$ cat src/sv/gtg_pkg.sv
// ----------------------------------------------------------------------------
// gtg_pkg: shared types and constants for the go-to-goal controller
// Widths, CORDIC angle table and the cell transfer bundle.
// ----------------------------------------------------------------------------
package gtg_pkg;

  localparam int CORDIC_STAGES = 16;

  // datapath widths
  localparam int XY_W = 36;  // CORDIC x/y, covers gain growth of a 33 bit offset
  localparam int Z_W  = 34;  // Q2.30 angle with headroom
  localparam int SH_W = 5;   // shift amount of one cell

  localparam logic [31:0] INV_GAIN = 32'd2608131496;
  localparam logic signed [Z_W-1:0] HALF_PI = 34'sd1686629713;

  // register indexes
  localparam logic [2:0] REG_GOAL_X   = 3'd0;
  localparam logic [2:0] REG_GOAL_Y   = 3'd1;
  localparam logic [2:0] REG_LIN_GAIN = 3'd2;
  localparam logic [2:0] REG_ANG_GAIN = 3'd3;
  localparam logic [2:0] REG_TOL      = 3'd4;

  // one item moving down the cell chain
  typedef struct packed {
    logic                   vld;
    logic signed [XY_W-1:0] x;
    logic signed [XY_W-1:0] y;
    logic signed [Z_W-1:0]  z;
    logic signed [31:0]     hd;
    logic                   zero;
  } cell_t;

  // atan(2^-i) in Q2.30, truncated
  function automatic logic signed [Z_W-1:0] atan_q30(input logic [SH_W-1:0] i);
    logic [31:0] v;
    unique case (i)
      5'd0:  v = 32'h3243F6A8;
      5'd1:  v = 32'h1DAC6705;
      5'd2:  v = 32'h0FADBAFC;
      5'd3:  v = 32'h07F56EA6;
      5'd4:  v = 32'h03FEAB76;
      5'd5:  v = 32'h01FFD55B;
      5'd6:  v = 32'h00FFFAAA;
      5'd7:  v = 32'h007FFF55;
      5'd8:  v = 32'h003FFFEA;
      5'd9:  v = 32'h001FFFFD;
      5'd10: v = 32'h000FFFFF;
      5'd11: v = 32'h0007FFFF;
      5'd12: v = 32'h0003FFFF;
      5'd13: v = 32'h0001FFFF;
      5'd14: v = 32'h0000FFFF;
      5'd15: v = 32'h00007FFF;
      5'd16: v = 32'h00003FFF;
      5'd17: v = 32'h00001FFF;
      5'd18: v = 32'h00000FFF;
      5'd19: v = 32'h000007FF;
      5'd20: v = 32'h000003FF;
      5'd21: v = 32'h000001FF;
      5'd22: v = 32'h000000FF;
      5'd23: v = 32'h0000007F;
      5'd24: v = 32'h0000003F;
      5'd25: v = 32'h0000001F;
      5'd26: v = 32'h0000000F;
      5'd27: v = 32'h00000008;
      5'd28: v = 32'h00000004;
      5'd29: v = 32'h00000002;
      5'd30: v = 32'h00000001;
      default: v = 32'h00000000;
    endcase
    return $signed({2'b00, v});
  endfunction

endpackage

$ cat src/sv/gtg_cordic_cell.sv
// ----------------------------------------------------------------------------
// gtg_cordic_cell: one vectoring CORDIC micro-rotation
// Rotates toward the x axis by atan(2^-shift) and registers the item.
// ----------------------------------------------------------------------------
module gtg_cordic_cell (
  input  logic                            clk,
  input  logic                            rst,
  input  logic                            en,
  input  logic [gtg_pkg::SH_W-1:0]        shift,
  input  logic signed [gtg_pkg::Z_W-1:0]  angle,
  input  gtg_pkg::cell_t                  din,
  output gtg_pkg::cell_t                  dout
);

  logic signed [gtg_pkg::XY_W-1:0] xs;
  logic signed [gtg_pkg::XY_W-1:0] ys;
  gtg_pkg::cell_t                  dout_next;

  // micro-rotation, direction from the sign of y
  always_comb begin
    xs = din.x >>> shift;
    ys = din.y >>> shift;
    dout_next = din;
    if (!din.y[gtg_pkg::XY_W-1]) begin
      dout_next.x = din.x + ys;
      dout_next.y = din.y - xs;
      dout_next.z = din.z + angle;
    end else begin
      dout_next.x = din.x - ys;
      dout_next.y = din.y + xs;
      dout_next.z = din.z - angle;
    end
  end

  always_ff @(posedge clk) begin
    if (rst) begin
      dout.vld <= 1'b0;
    end else if (en) begin
      dout <= dout_next;
    end
  end

endmodule

$ cat config.mk
export PLATFORM = sky130hd
export DESIGN_NAME = gtg_cordic_cell
export DESIGN_NICKNAME = d
export VERILOG_FILES = /design/src/sv/gtg_pkg.sv /design/src/sv/gtg_cordic_cell.sv
export SDC_FILE = /design/constraint.sdc
export NUM_CORES = 1
export LEC_CHECK = 0
export BUFFER_PORTS_ARGS = -buffer_cell sky130_fd_sc_hd__buf_2
export CORE_MARGIN = 2
export CORE_UTILIZATION = 29
export CTS_CLUSTER_DIAMETER = 80
export DETAILED_ROUTE_END_ITERATION = 8
export RECOVER_POWER = 25
export SLEW_MARGIN = 25
export SYNTH_ARGS = -nofsm -noshare
export SYNTH_HDL_FRONTEND = slang
export SYNTH_SLANG_ARGS = --single-unit
$ cat constraint.sdc
create_clock -name clk -period 12.1 [get_ports clk]
set_clock_uncertainty 0.2 [all_clocks]
set_input_delay 2.42 -clock clk [delete_from_list [all_inputs] [get_ports clk]]
set_output_delay 2.42 -clock clk [all_outputs]
set_load 0.03 [all_outputs]
==> metrics.csv <==
metric;value;unit
synth_most_common_cell;a21oi_1;
postCtsResizedCells;0;
hold_path_class;flip-flop to flip-flop;
dieWidth;250;um
antenna_found_initial;1;
hold_viol;0;
synth_ff_type;edfxtp_1;
power_density;122;nW/um^2
grtUsageTotal;0.219;
setup-tns-final;0;ns
synth_edf_count;139;
diodes;0;
largest_register;dout;
r2r_slack;11.30;ns
syn_to_final_growth;15.0;%
syn_area;17500;um^2
critPathCaptureType;flip-flop;
n_fill_cell;6283;
synth.top_cell.area_share;0.239;
hold_depth;2;
clock-root-buffer;clkbuf_16;
vias;17100;
status;finished with violations;
worstPathArrival;9.34;ns
reg.largest.list;dout (140);
hold_buffers;0;
synth_seq_cells;140;
drt_iter0_markers;1736;
detail_route.wl_per_cell;23.9;um
placedCellCount;2901;
dpl.hpwl;54500;um
cts_tree;yes;
post_cts_buffers;0;
setup_viol;0;
fin_nets;2430;
yosysSeqAreaShare;0.240;
htree_levels;4;
hp-start;dout[139]$_SDFFE_PP0P_;
fmax;108;MHz
async_flop_share;0;
path_class;input pin to flip-flop;
synth_top_cell_by_area;edfxtp_1;
cts_sinks;140;
clkSlewWorstSetupHoldPaths;0.07;ns
cts_buffers;17;
die-height;250;um
min_period_over_period;0.769;
initial_core_util;0.291;
grt_pass1_wl;104000;um
whs;0.314;ns
ys_top_cells_by_area;edfxtp_1 24%, ha_1 7.7%, mux4_2 7.3%;
grt_setup_unrepaired;no;
grt_max_degree;79;
clockBufferDepth;2;
r2r-start;dout[139]$_SDFFE_PP0P_;
final_antenna_net_count;0;
synth_warnings;0;
post-route-util;0.335;
ys_types;99;
vias_per_cell;5.83;
critPathLaunchType;input pin;
worst_r2r_endpoint;dout[139]$_SDFFE_PP0P_;
synthesis.nets;2170;
worstPathRequired;12.14;ns
finalNonFillerCells;2933;
hold_end;dout[139]$_SDFFE_PP0P_;
largest_reg_flops;140;
period_needed;9.30;ns
avgSynthCellArea;9.31;um^2
core;60000;um^2
maxCapViolations;1;
synth_cells;1878;
place_congestion;1.00;
wl;70200;um
grt_overflow;0;
final_layout_size_suffix_gt1_frac;0.216;
total_power;0.00245;W
violations;capacitance limit, slew limit;
ys_top_cells_by_count;158 x a21oi_1, 157 x nor2_1, 139 x edfxtp_1, 133 x xnor2_1, 107 x ha_1;
drtPass1Iterations;6;
clkLatencyLatePin;0.48;ns
rows;90;
die_area;62300;um^2
path_max_fanout;78;
io_pins;322;
max_slew.worst_pin.slew;2.36;ns
vdd_drop_max;0.000110;V
slew_viol_final;29;
power_leakage;8.00;nW
grt_pass1_vias;16700;
drc;0;
ff2ff_path_depth;2;
numPortBuffers;321;
slew_headroom;-0.578;
[logic make-up (layout without fill, tap and decap cells)]
logic type / count (synthesis) / after routing / synth area share
buffers and inverters: 149 / 422 / 0.0493
flip-flops: 140 / 140 / 0.240
adder cells (fa/ha/maj): 110 / 110 / 0.0800
AND/OR/NAND/NOR: 511 / 511 / 0.146
multiplexers: 208 / 208 / 0.173
AO/OA/AOI/OAI: 581 / 581 / 0.222
XOR/XNOR: 179 / 179 / 0.0896
[worst max-delay path by stage]
stage / from / depth (start not counted) / end / slack [ns]
after CTS: shift[1] / 22 / dout[101]$_DFFE_PP_ / 2.95
after global routing: shift[1] / 24 / dout[101]$_DFFE_PP_ / 2.36
after floorplan: rst / 1 / dout[0]$_DFFE_PP_ / 2.66
after global placement: shift[1] / 22 / dout[101]$_DFFE_PP_ / 2.43
after detailed placement: shift[1] / 22 / dout[101]$_DFFE_PP_ / 2.42
final: shift[1] / 22 / dout[101]$_DFFE_PP_ / 2.80
[worst max-delay path, stage by stage]
cell and delay, ns:
buf_6 0.55, buf_4 0.72, mux4_2 0.61, a2111oi_0 0.74, o32ai_1 0.24, nor3_1 0.19
and4b_1 0.40, and2_1 0.25, a211oi_1 0.09, a31o_2 0.24, a221o_1 0.31, ha_1 0.38
and3_1 0.22, nor2b_1 0.24, nand2_1 0.07, a31oi_1 0.24, o21a_1 0.17, o21a_1 0.13
o21ai_0 0.10, a2111oi_0 0.55, a311oi_1 0.19, xnor2_1 0.15
[placed cells by master (no fill, tap or decap), types with 13 or more instances in the layout]
| cell | Yosys | routed |
|---|---|---|
| o21a_1 | 22 | 22 |
| a21o_1 | 49 | 49 |
| o211ai_1 | 18 | 18 |
| a21oi_1 | 158 | 158 |
| nor3_1 | 47 | 47 |
| o21bai_1 | 17 | 17 |
| o21ai_0 | 84 | 84 |
| mux2_2 | 42 | 42 |
| buf_4 | 18 | 19 |
| xnor2_1 | 133 | 133 |
| buf_2 | 17 | 274 |
| clkbuf_16 | 0 | 17 |
| ha_1 | 107 | 107 |
| nor2_1 | 157 | 156 |
| nor2b_1 | 27 | 27 |
| a31oi_1 | 29 | 29 |
| nand2b_1 | 20 | 20 |
| and3_1 | 17 | 17 |
| xor2_1 | 46 | 46 |
| mux2i_1 | 97 | 97 |
| a211oi_1 | 34 | 34 |
| nand2_1 | 105 | 105 |
| nand3_1 | 35 | 35 |
| or2_2 | 13 | 13 |
| clkbuf_1 | 30 | 43 |
| o22ai_1 | 33 | 33 |
| mux4_2 | 57 | 57 |
| and2_1 | 21 | 21 |
| inv_1 | 52 | 52 |
| edfxtp_1 | 139 | 139 |
[layout make-up]
class / count / area, um^2 / area share
inverters: 53 / 199 / 0.00989
clock inverters: 15 / 178 / 0.00884
repair buffers: 337 / 1690 / 0.0839
clock buffers: 17 / 425 / 0.0212
well taps: 782 / 978 / 0.0487
flip-flops and latches: 140 / 4190 / 0.209
multi-input cells: 1589 / 12400 / 0.619
[through the flow]
stage	worst slack, ns	instance area, um^2
floorplan	2.66	17500
global placement	2.43	19600
detailed placement	2.42	19600
CTS	2.95	20200
global route	2.36	20100
finish	2.80	20100
[report_power, final]
part           switching [W]  internal, W
Sequential         0.0000181     0.000643
Combinational       0.000772     0.000452
Clock               0.000253     0.000311
[per-layer routing]
layer  vias to the layer above  routed length (um)  global-route usage
met5                         -                   0                   0
met4                         0                2870              0.0985
met3                       143                5790              0.0503
met2                       893               32000               0.350
met1                      8261               29500               0.282
li1                       7794                   -                   -
No activity file was read; power rests on OpenSTA's default activity.
