File: src/sv/gtg_pkg.sv
// ----------------------------------------------------------------------------
// gtg_pkg: shared types and constants for the go-to-goal controller
// Widths, CORDIC angle table and the cell transfer bundle.
// ----------------------------------------------------------------------------
package gtg_pkg;

  localparam int CORDIC_STAGES = 16;

  // datapath widths
  localparam int XY_W = 36;  // CORDIC x/y, covers gain growth of a 33 bit offset
  localparam int Z_W  = 34;  // Q2.30 angle with headroom
  localparam int SH_W = 5;   // shift amount of one cell

  localparam logic [31:0] INV_GAIN = 32'd2608131496;
  localparam logic signed [Z_W-1:0] HALF_PI = 34'sd1686629713;

  // register indexes
  localparam logic [2:0] REG_GOAL_X   = 3'd0;
  localparam logic [2:0] REG_GOAL_Y   = 3'd1;
  localparam logic [2:0] REG_LIN_GAIN = 3'd2;
  localparam logic [2:0] REG_ANG_GAIN = 3'd3;
  localparam logic [2:0] REG_TOL      = 3'd4;

  // one item moving down the cell chain
  typedef struct packed {
    logic                   vld;
    logic signed [XY_W-1:0] x;
    logic signed [XY_W-1:0] y;
    logic signed [Z_W-1:0]  z;
    logic signed [31:0]     hd;
    logic                   zero;
  } cell_t;

  // atan(2^-i) in Q2.30, truncated
  function automatic logic signed [Z_W-1:0] atan_q30(input logic [SH_W-1:0] i);
    logic [31:0] v;
    unique case (i)
      5'd0:  v = 32'h3243F6A8;
      5'd1:  v = 32'h1DAC6705;
      5'd2:  v = 32'h0FADBAFC;
      5'd3:  v = 32'h07F56EA6;
      5'd4:  v = 32'h03FEAB76;
      5'd5:  v = 32'h01FFD55B;
      5'd6:  v = 32'h00FFFAAA;
      5'd7:  v = 32'h007FFF55;
      5'd8:  v = 32'h003FFFEA;
      5'd9:  v = 32'h001FFFFD;
      5'd10: v = 32'h000FFFFF;
      5'd11: v = 32'h0007FFFF;
      5'd12: v = 32'h0003FFFF;
      5'd13: v = 32'h0001FFFF;
      5'd14: v = 32'h0000FFFF;
      5'd15: v = 32'h00007FFF;
      5'd16: v = 32'h00003FFF;
      5'd17: v = 32'h00001FFF;
      5'd18: v = 32'h00000FFF;
      5'd19: v = 32'h000007FF;
      5'd20: v = 32'h000003FF;
      5'd21: v = 32'h000001FF;
      5'd22: v = 32'h000000FF;
      5'd23: v = 32'h0000007F;
      5'd24: v = 32'h0000003F;
      5'd25: v = 32'h0000001F;
      5'd26: v = 32'h0000000F;
      5'd27: v = 32'h00000008;
      5'd28: v = 32'h00000004;
      5'd29: v = 32'h00000002;
      5'd30: v = 32'h00000001;
      default: v = 32'h00000000;
    endcase
    return $signed({2'b00, v});
  endfunction

endpackage

File: src/sv/gtg_scale.sv
// ----------------------------------------------------------------------------
// gtg_scale: distance scaling, gains, arrival test and saturation
// Four registered stages after the CORDIC chain; the last is the output.
// ----------------------------------------------------------------------------
module gtg_scale (
  input  logic               clk,
  input  logic               rst,
  input  logic               en,
  input  gtg_pkg::cell_t     din,
  input  logic [15:0]        lin_gain,
  input  logic [15:0]        ang_gain,
  input  logic [30:0]        tol,
  output logic               out_vld,
  output logic signed [31:0] lin_vel,
  output logic signed [31:0] ang_vel,
  output logic               arr
);

  // stage M: split 1/K product
  logic               m_vld;
  logic [50:0]        m_phi;
  logic [47:0]        m_plo;
  logic signed [gtg_pkg::Z_W-1:0] m_z;
  logic signed [31:0] m_hd;
  logic               m_zero;
  logic [34:0]        xu;

  // stage D: distance and heading error
  logic               d_vld;
  logic [34:0]        d_dist;
  logic signed [46:0] d_err;
  logic [51:0]        dsum;
  logic signed [gtg_pkg::Z_W-1:0] zsel;

  // stage P: gain products
  logic               p_vld;
  logic [50:0]        p_lin;
  logic signed [63:0] p_ang;
  logic               p_arr;

  // output stage
  logic [42:0]        lin_sh;
  logic signed [41:0] ang_sh;
  logic signed [31:0] lin_next;
  logic signed [31:0] ang_next;

  assign xu   = din.x[gtg_pkg::XY_W-1] || (din.x == '0) ? 35'd0 : din.x[34:0];
  assign dsum = 52'(m_phi) + 52'(m_plo[47:16]);
  assign zsel = m_zero ? '0 : m_z;

  // saturation
  always_comb begin
    lin_sh = p_lin[50:8];
    ang_sh = 42'(p_ang >>> 22);
    if (lin_sh > 43'h0007FFFFFFF) lin_next = 32'sh7FFFFFFF;
    else                          lin_next = $signed(lin_sh[31:0]);
    if (ang_sh > 42'sh0007FFFFFFF)       ang_next = 32'sh7FFFFFFF;
    else if (ang_sh < -42'sh00080000000) ang_next = 32'sh80000000;
    else                                 ang_next = ang_sh[31:0];
  end

  always_ff @(posedge clk) begin
    if (rst) begin
      m_vld   <= 1'b0;
      d_vld   <= 1'b0;
      p_vld   <= 1'b0;
      out_vld <= 1'b0;
    end else if (en) begin
      m_vld   <= din.vld;
      d_vld   <= m_vld;
      p_vld   <= d_vld;
      out_vld <= p_vld;
    end
  end

  // payload stages
  always_ff @(posedge clk) begin
    if (en) begin
      m_phi  <= 51'(xu[34:16]) * 51'(gtg_pkg::INV_GAIN);
      m_plo  <= 48'(xu[15:0]) * 48'(gtg_pkg::INV_GAIN);
      m_z    <= din.z;
      m_hd   <= din.hd;
      m_zero <= din.zero;
      d_dist <= dsum[50:16];
      d_err  <= 47'(zsel) - (47'(m_hd) <<< 14);
      p_lin  <= 51'(lin_gain) * 51'(d_dist);
      p_ang  <= 64'($signed({1'b0, ang_gain})) * 64'(d_err);
      p_arr  <= d_dist < 35'(tol);
      arr     <= p_arr;
      lin_vel <= p_arr ? 32'sd0 : lin_next;
      ang_vel <= p_arr ? 32'sd0 : ang_next;
    end
  end

endmodule

File: config.mk
export PLATFORM = sky130hd
export DESIGN_NAME = gtg_scale
export DESIGN_NICKNAME = d
export VERILOG_FILES = /design/src/sv/gtg_pkg.sv /design/src/sv/gtg_scale.sv
export SDC_FILE = /design/constraint.sdc
export NUM_CORES = 2
export LEC_CHECK = 0
export BUFFER_PORTS_ARGS = -buffer_cell sky130_fd_sc_hd__buf_2
export CORE_MARGIN = 10
export CORE_UTILIZATION = 35
export DETAILED_ROUTE_END_ITERATION = 8
export PLACE_DENSITY = 0.49
export SLEW_MARGIN = 25
export SYNTH_ARGS = -nofsm -noshare
export SYNTH_HDL_FRONTEND = slang
export SYNTH_SLANG_ARGS = --single-unit
File: constraint.sdc
create_clock -name clk -period 12.75 [get_ports clk]
set_clock_uncertainty 0.1 [all_clocks]
set_input_delay 1.9125 -clock clk [delete_from_list [all_inputs] [get_ports clk]]
set_output_delay 1.9125 -clock clk [all_outputs]
set_load 0.05 [all_outputs]
==> flow_results.org <==
** CTS
- The tree is rooted in a sky130_fd_sc_hd__clkbuf_16.
- Hold repair after CTS inserted 0 buffers.
- TritonCTS built the clock tree.
- The H-tree generated during clock tree synthesis spans 2 levels.
- The clock passes through at most 3 buffers.
- Number of buffers inserted during clock tree synthesis :: 53
- Post_cts resized :: 0
- After clock tree synthesis, the clock-pin slew on the worst setup and hold paths is about 0.060 ns.
- Clk Latency, worst-skew pair :: about 0.70 ns
- The number of setup buffers added after CTS is 0.
- Total clock sinks :: 381

** Critical path
- The worst register-to-register path ends at p_ang[63].
- Cell with the biggest individual delay on the critical path :: sky130_fd_sc_hd__o41ai_1
- In this run the critical register-to-register path is launched from d_err[12].
- Setup crit start kind :: input port
- Setup slack on the worst reg-to-reg path comes out at approximately 4.8 ns.
- Data arrives at the worst endpoint at 10.45 ns.
- Together, buffers and inverters on the worst path number 10.
- Sort of element at the end of the critical path :: flip-flop
- Cell repeated most along the worst path :: sky130_fd_sc_hd__inv_1
- On the critical path the largest part of the delay comes from adder cells.
- Worst path required time :: roughly 13 ns
- Measured in cells, the most critical reg-to-reg path has a length of 23.
- Kind of critical path :: in2reg
- Along the worst path, the maximum fanout reaches 28.
- Peak per-stage delay on the critical path :: slightly above 0.6 ns

** Placed design
- The congestion estimate from routability-driven global placement came to 0.901.
- Detailed placement ended at an HPWL of ~160000 um.
- Number of port buffers :: between 200 and 250

** Hold path
- The min-delay analysis places its worst path in the category reg2reg.
- Worst min-delay path endpoint :: p_vld
- Counting instances, the worst hold path has a depth of 2.
- In this run the most critical hold path is launched from p_vld.

** STA
- Subtracting the final worst setup slack from the clock period gives between 10 and 15 ns.
- Actual transition at the worst max-transition pin :: between 1 and 1.5 ns
- For this run, the top clock speed supported by timing is slightly below 100 MHz.
- For the final routed database, the setup TNS stands at 0 ns.
- Period utilisation layout :: between 70% and 80%
- Worst rel slew slack :: 26.2%
- Setup repair after global routing missed its margin :: false
- The number of hold violations in the final report is 0.
- The max-slew violation total from the final report came to 0.
- Setup violations remaining at the end of the flow were counted as 0.

** Layout
- Compared with the post-synthesis result, the final layout area differs by 8.11%.
- The layout has 21483 filler cells.
- At the end of the flow, the number of nets in the layout was approximately 10000.
- In the final layout, flip-flops and latches occupy between 10000 and 15000 um^2.
- In the final layout, the multi-input gates occupy around 55000 um^2.
- Fraction of final layout cells with drive strength greater than 1 :: under 10%

** Logic synthesis
- Synth Area in Adders :: between 50% and 60%
- After synthesis, the mean cell area works out to between 9 and 10 um^2.
- The Yosys step of the flow raised 0 warnings.
- Summing every instance area after synthesis gives around 75000 um^2.
- Number of synthesized flops with an enable pin :: between 300 and 400
- Parity-gate share of the synthesized area counting xor and xnor cells :: between 2 and 3%
- Multiplexer cells account for 0.0820% of the synthesized area.
- Of the total synthesized cell area, the portion taken by AND, OR, NAND and NOR gates is about 12%.
- The synthesized netlist devotes roughly 5.5% of its cell area to compound gates.
- The share of the Yosys chip area taken by registers is approximately 15%.
- After synthesis, the largest family of logic cells by area is adder cells.
- Synthesis inferred ~380 register bits.
- Counting flops with an async set or reset pin after synthesis yields a share of 0%.
- Net count of the mapped netlist :: 10064
- The synthesized netlist contains 77 unique library cells.
- Cell count after synthesis :: between 7000 and 8000
- Ys flop type :: sky130_fd_sc_hd__edfxtp_1

** Route
- After detailed routing, the number of vias per cell comes to approximately 4.8.
- In this run the remaining antenna-violating nets after routing total 0.
- Initial detailed-routing violation count :: roughly 2600
- Routed WL :: 209000 um
- The first TritonRoute pass finished after 6 iterations.
- DRC violations left :: 0
- Dividing the detail-routed wire length by the instance count gives around 20 um.
- The routed layout has just over 50000 vias.

** Floorplanning
- Die H :: roughly 480 um
- Overall die area :: roughly 230000 um^2
- For this configuration, the core starts out at a cell density of 35.2%.
- I/O Pins :: 272
- Width of the die :: just under 500 um
- After floorplanning, the core was sized to cover around 210000 um^2.
- After floorplanning, the core was divided into approximately 170 placement rows.

** GRT
- In the global route stage, overall resource usage came out at roughly 18%.
- Wire length of the first global-routing pass :: about 330000 um
- Summed over all layers, the global routing overflow is 0.
- The initial antenna violation count was 4.
- Maximum number of pins on one net before global-route repair :: roughly 130
- Via count of the first global-routing pass :: around 57000

** Job
- Max-cap violations in this run came to 0.

** Outcome
- The run finished with clean final reports.
-- registers in the layout, indices dropped and copies added (netlist names) --
name     count
ang_vel     32
m_zero       1
m_phi       48
m_vld        1
lin_vel     32
d_vld        1
p_ang       42
d_err       47
arr          1
m_plo       29
out_vld      1
p_arr        1
p_lin       43
d_dist      35
m_z         34
p_vld        1
m_hd        32
-- worst max path at each step --
stage | startpoint | to | cells past startpoint
finish | din[103] | m_phi[48] | 31
global route | din[103] | m_phi[48] | 31
CTS | din[103] | m_phi[48] | 31
detailed placement | din[103] | m_phi[48] | 31
global placement | din[103] | m_phi[48] | 30
floorplan | din[104] | m_phi[48] | 29
-- cells in the mapped netlist, types with 44 or more instances --
cell | count | area share (%)
sky130_fd_sc_hd__nand4_1 | 47 | 0.39
sky130_fd_sc_hd__clkbuf_1 | 258 | 1.3
sky130_fd_sc_hd__nor2b_1 | 76 | 0.64
sky130_fd_sc_hd__edfxtp_1 | 377 | 15
sky130_fd_sc_hd__nand3_1 | 44 | 0.29
sky130_fd_sc_hd__fa_1 | 1561 | 42
sky130_fd_sc_hd__ha_1 | 686 | 11
sky130_fd_sc_hd__nor2_1 | 211 | 1.1
sky130_fd_sc_hd__a21o_1 | 113 | 1.1
sky130_fd_sc_hd__inv_1 | 1918 | 9.6
sky130_fd_sc_hd__nand2_1 | 951 | 4.8
sky130_fd_sc_hd__and2_1 | 493 | 4.1
sky130_fd_sc_hd__a21oi_1 | 227 | 1.5
sky130_fd_sc_hd__o21ai_0 | 89 | 0.60
sky130_fd_sc_hd__xor2_1 | 75 | 0.88
sky130_fd_sc_hd__xnor2_1 | 141 | 1.7
-- tightest hold or removal path: stages (launching register included) --
cell	delay [ns]
sky130_fd_sc_hd__dfxtp_1	0.33
sky130_fd_sc_hd__mux2i_1	0.07
sky130_fd_sc_hd__nor2_1	0.07
-- cell type report --
class	count	share of cell area (%)
Antenna cell	1	0.00310
Clock buffer	63	1.71
Clock inverter	30	0.497
Inverter	1918	8.91
Multi-Input combinational cell	5053	68.3
Sequential cell	381	14.1
Tap cell	2821	4.37
Timing Repair Buffer	292	2.06
-- through the flow --
stage | hold WS [ns] | util (%) | cells | area, um^2 | worst slack (ns)
after detailed placement | 0.393 | 37.2 | 10463 | 79000 | 1.73
after global placement | 0.380 | 37.2 | 10460 | 78900 | 0.749
final | 0.406 | 38.1 | 10559 | 80800 | 2.57
after global routing | 0.447 | 38.1 | 10559 | 80800 | 2.02
after floorplan | 0.324 | - | 7611 | 74800 | 3.74
after CTS | 0.407 | 38.0 | 10556 | 80800 | 2.47
-- kinds of logic after synthesis --
group | after synthesis
AO/OA/AOI/OAI | 634
XOR/XNOR | 216
adder cells (fa/ha/maj) | 2247
buffers and inverters | 2177
flip-flops | 381
multiplexers | 6
other | 1
AND/OR/NAND/NOR | 1949
-- layout by cell type (no fill, tap or decap), types with 6 or more instances in the layout --
master	instances
sky130_fd_sc_hd__inv_1	1918
sky130_fd_sc_hd__fa_1	1561
sky130_fd_sc_hd__nand2_1	951
sky130_fd_sc_hd__ha_1	686
sky130_fd_sc_hd__and2_1	493
sky130_fd_sc_hd__edfxtp_1	377
sky130_fd_sc_hd__buf_2	234
sky130_fd_sc_hd__a21oi_1	227
sky130_fd_sc_hd__nor2_1	211
sky130_fd_sc_hd__xnor2_1	141
sky130_fd_sc_hd__a21o_1	113
sky130_fd_sc_hd__o21ai_0	89
sky130_fd_sc_hd__nor2b_1	76
sky130_fd_sc_hd__xor2_1	75
sky130_fd_sc_hd__clkbuf_16	54
sky130_fd_sc_hd__buf_4	53
sky130_fd_sc_hd__nand4_1	47
sky130_fd_sc_hd__nand3_1	44
sky130_fd_sc_hd__o21bai_1	29
sky130_fd_sc_hd__nand2b_1	29
sky130_fd_sc_hd__o21a_1	26
sky130_fd_sc_hd__and3_1	25
sky130_fd_sc_hd__nor3_1	24
sky130_fd_sc_hd__a211oi_1	19
sky130_fd_sc_hd__o211ai_1	15
sky130_fd_sc_hd__a31oi_1	14
sky130_fd_sc_hd__nor4_1	13
sky130_fd_sc_hd__and4_1	9
sky130_fd_sc_hd__a2111oi_0	9
sky130_fd_sc_hd__clkbuf_1	9
sky130_fd_sc_hd__a221o_1	8
sky130_fd_sc_hd__or2_2	8
sky130_fd_sc_hd__bufinv_16	8
sky130_fd_sc_hd__a211o_1	7
sky130_fd_sc_hd__o31a_1	6
sky130_fd_sc_hd__o31ai_1	6
sky130_fd_sc_hd__clkinv_1	6
-- metal layers --
metal | up-vias | wire (um) | GRT usage [%]
met1 | 26047 | 94800 | 25.1
met3 | 241 | 9320 | 2.45
met5 | - | 36 | 0
li1 | 23119 | - | -
met4 | 6 | 5040 | 4.37
met2 | 978 | 99500 | 30.9
Power is left out: the tool's default activity adds up to more than one toggle a clock period on the data nets, which glitch-free logic cannot reach.
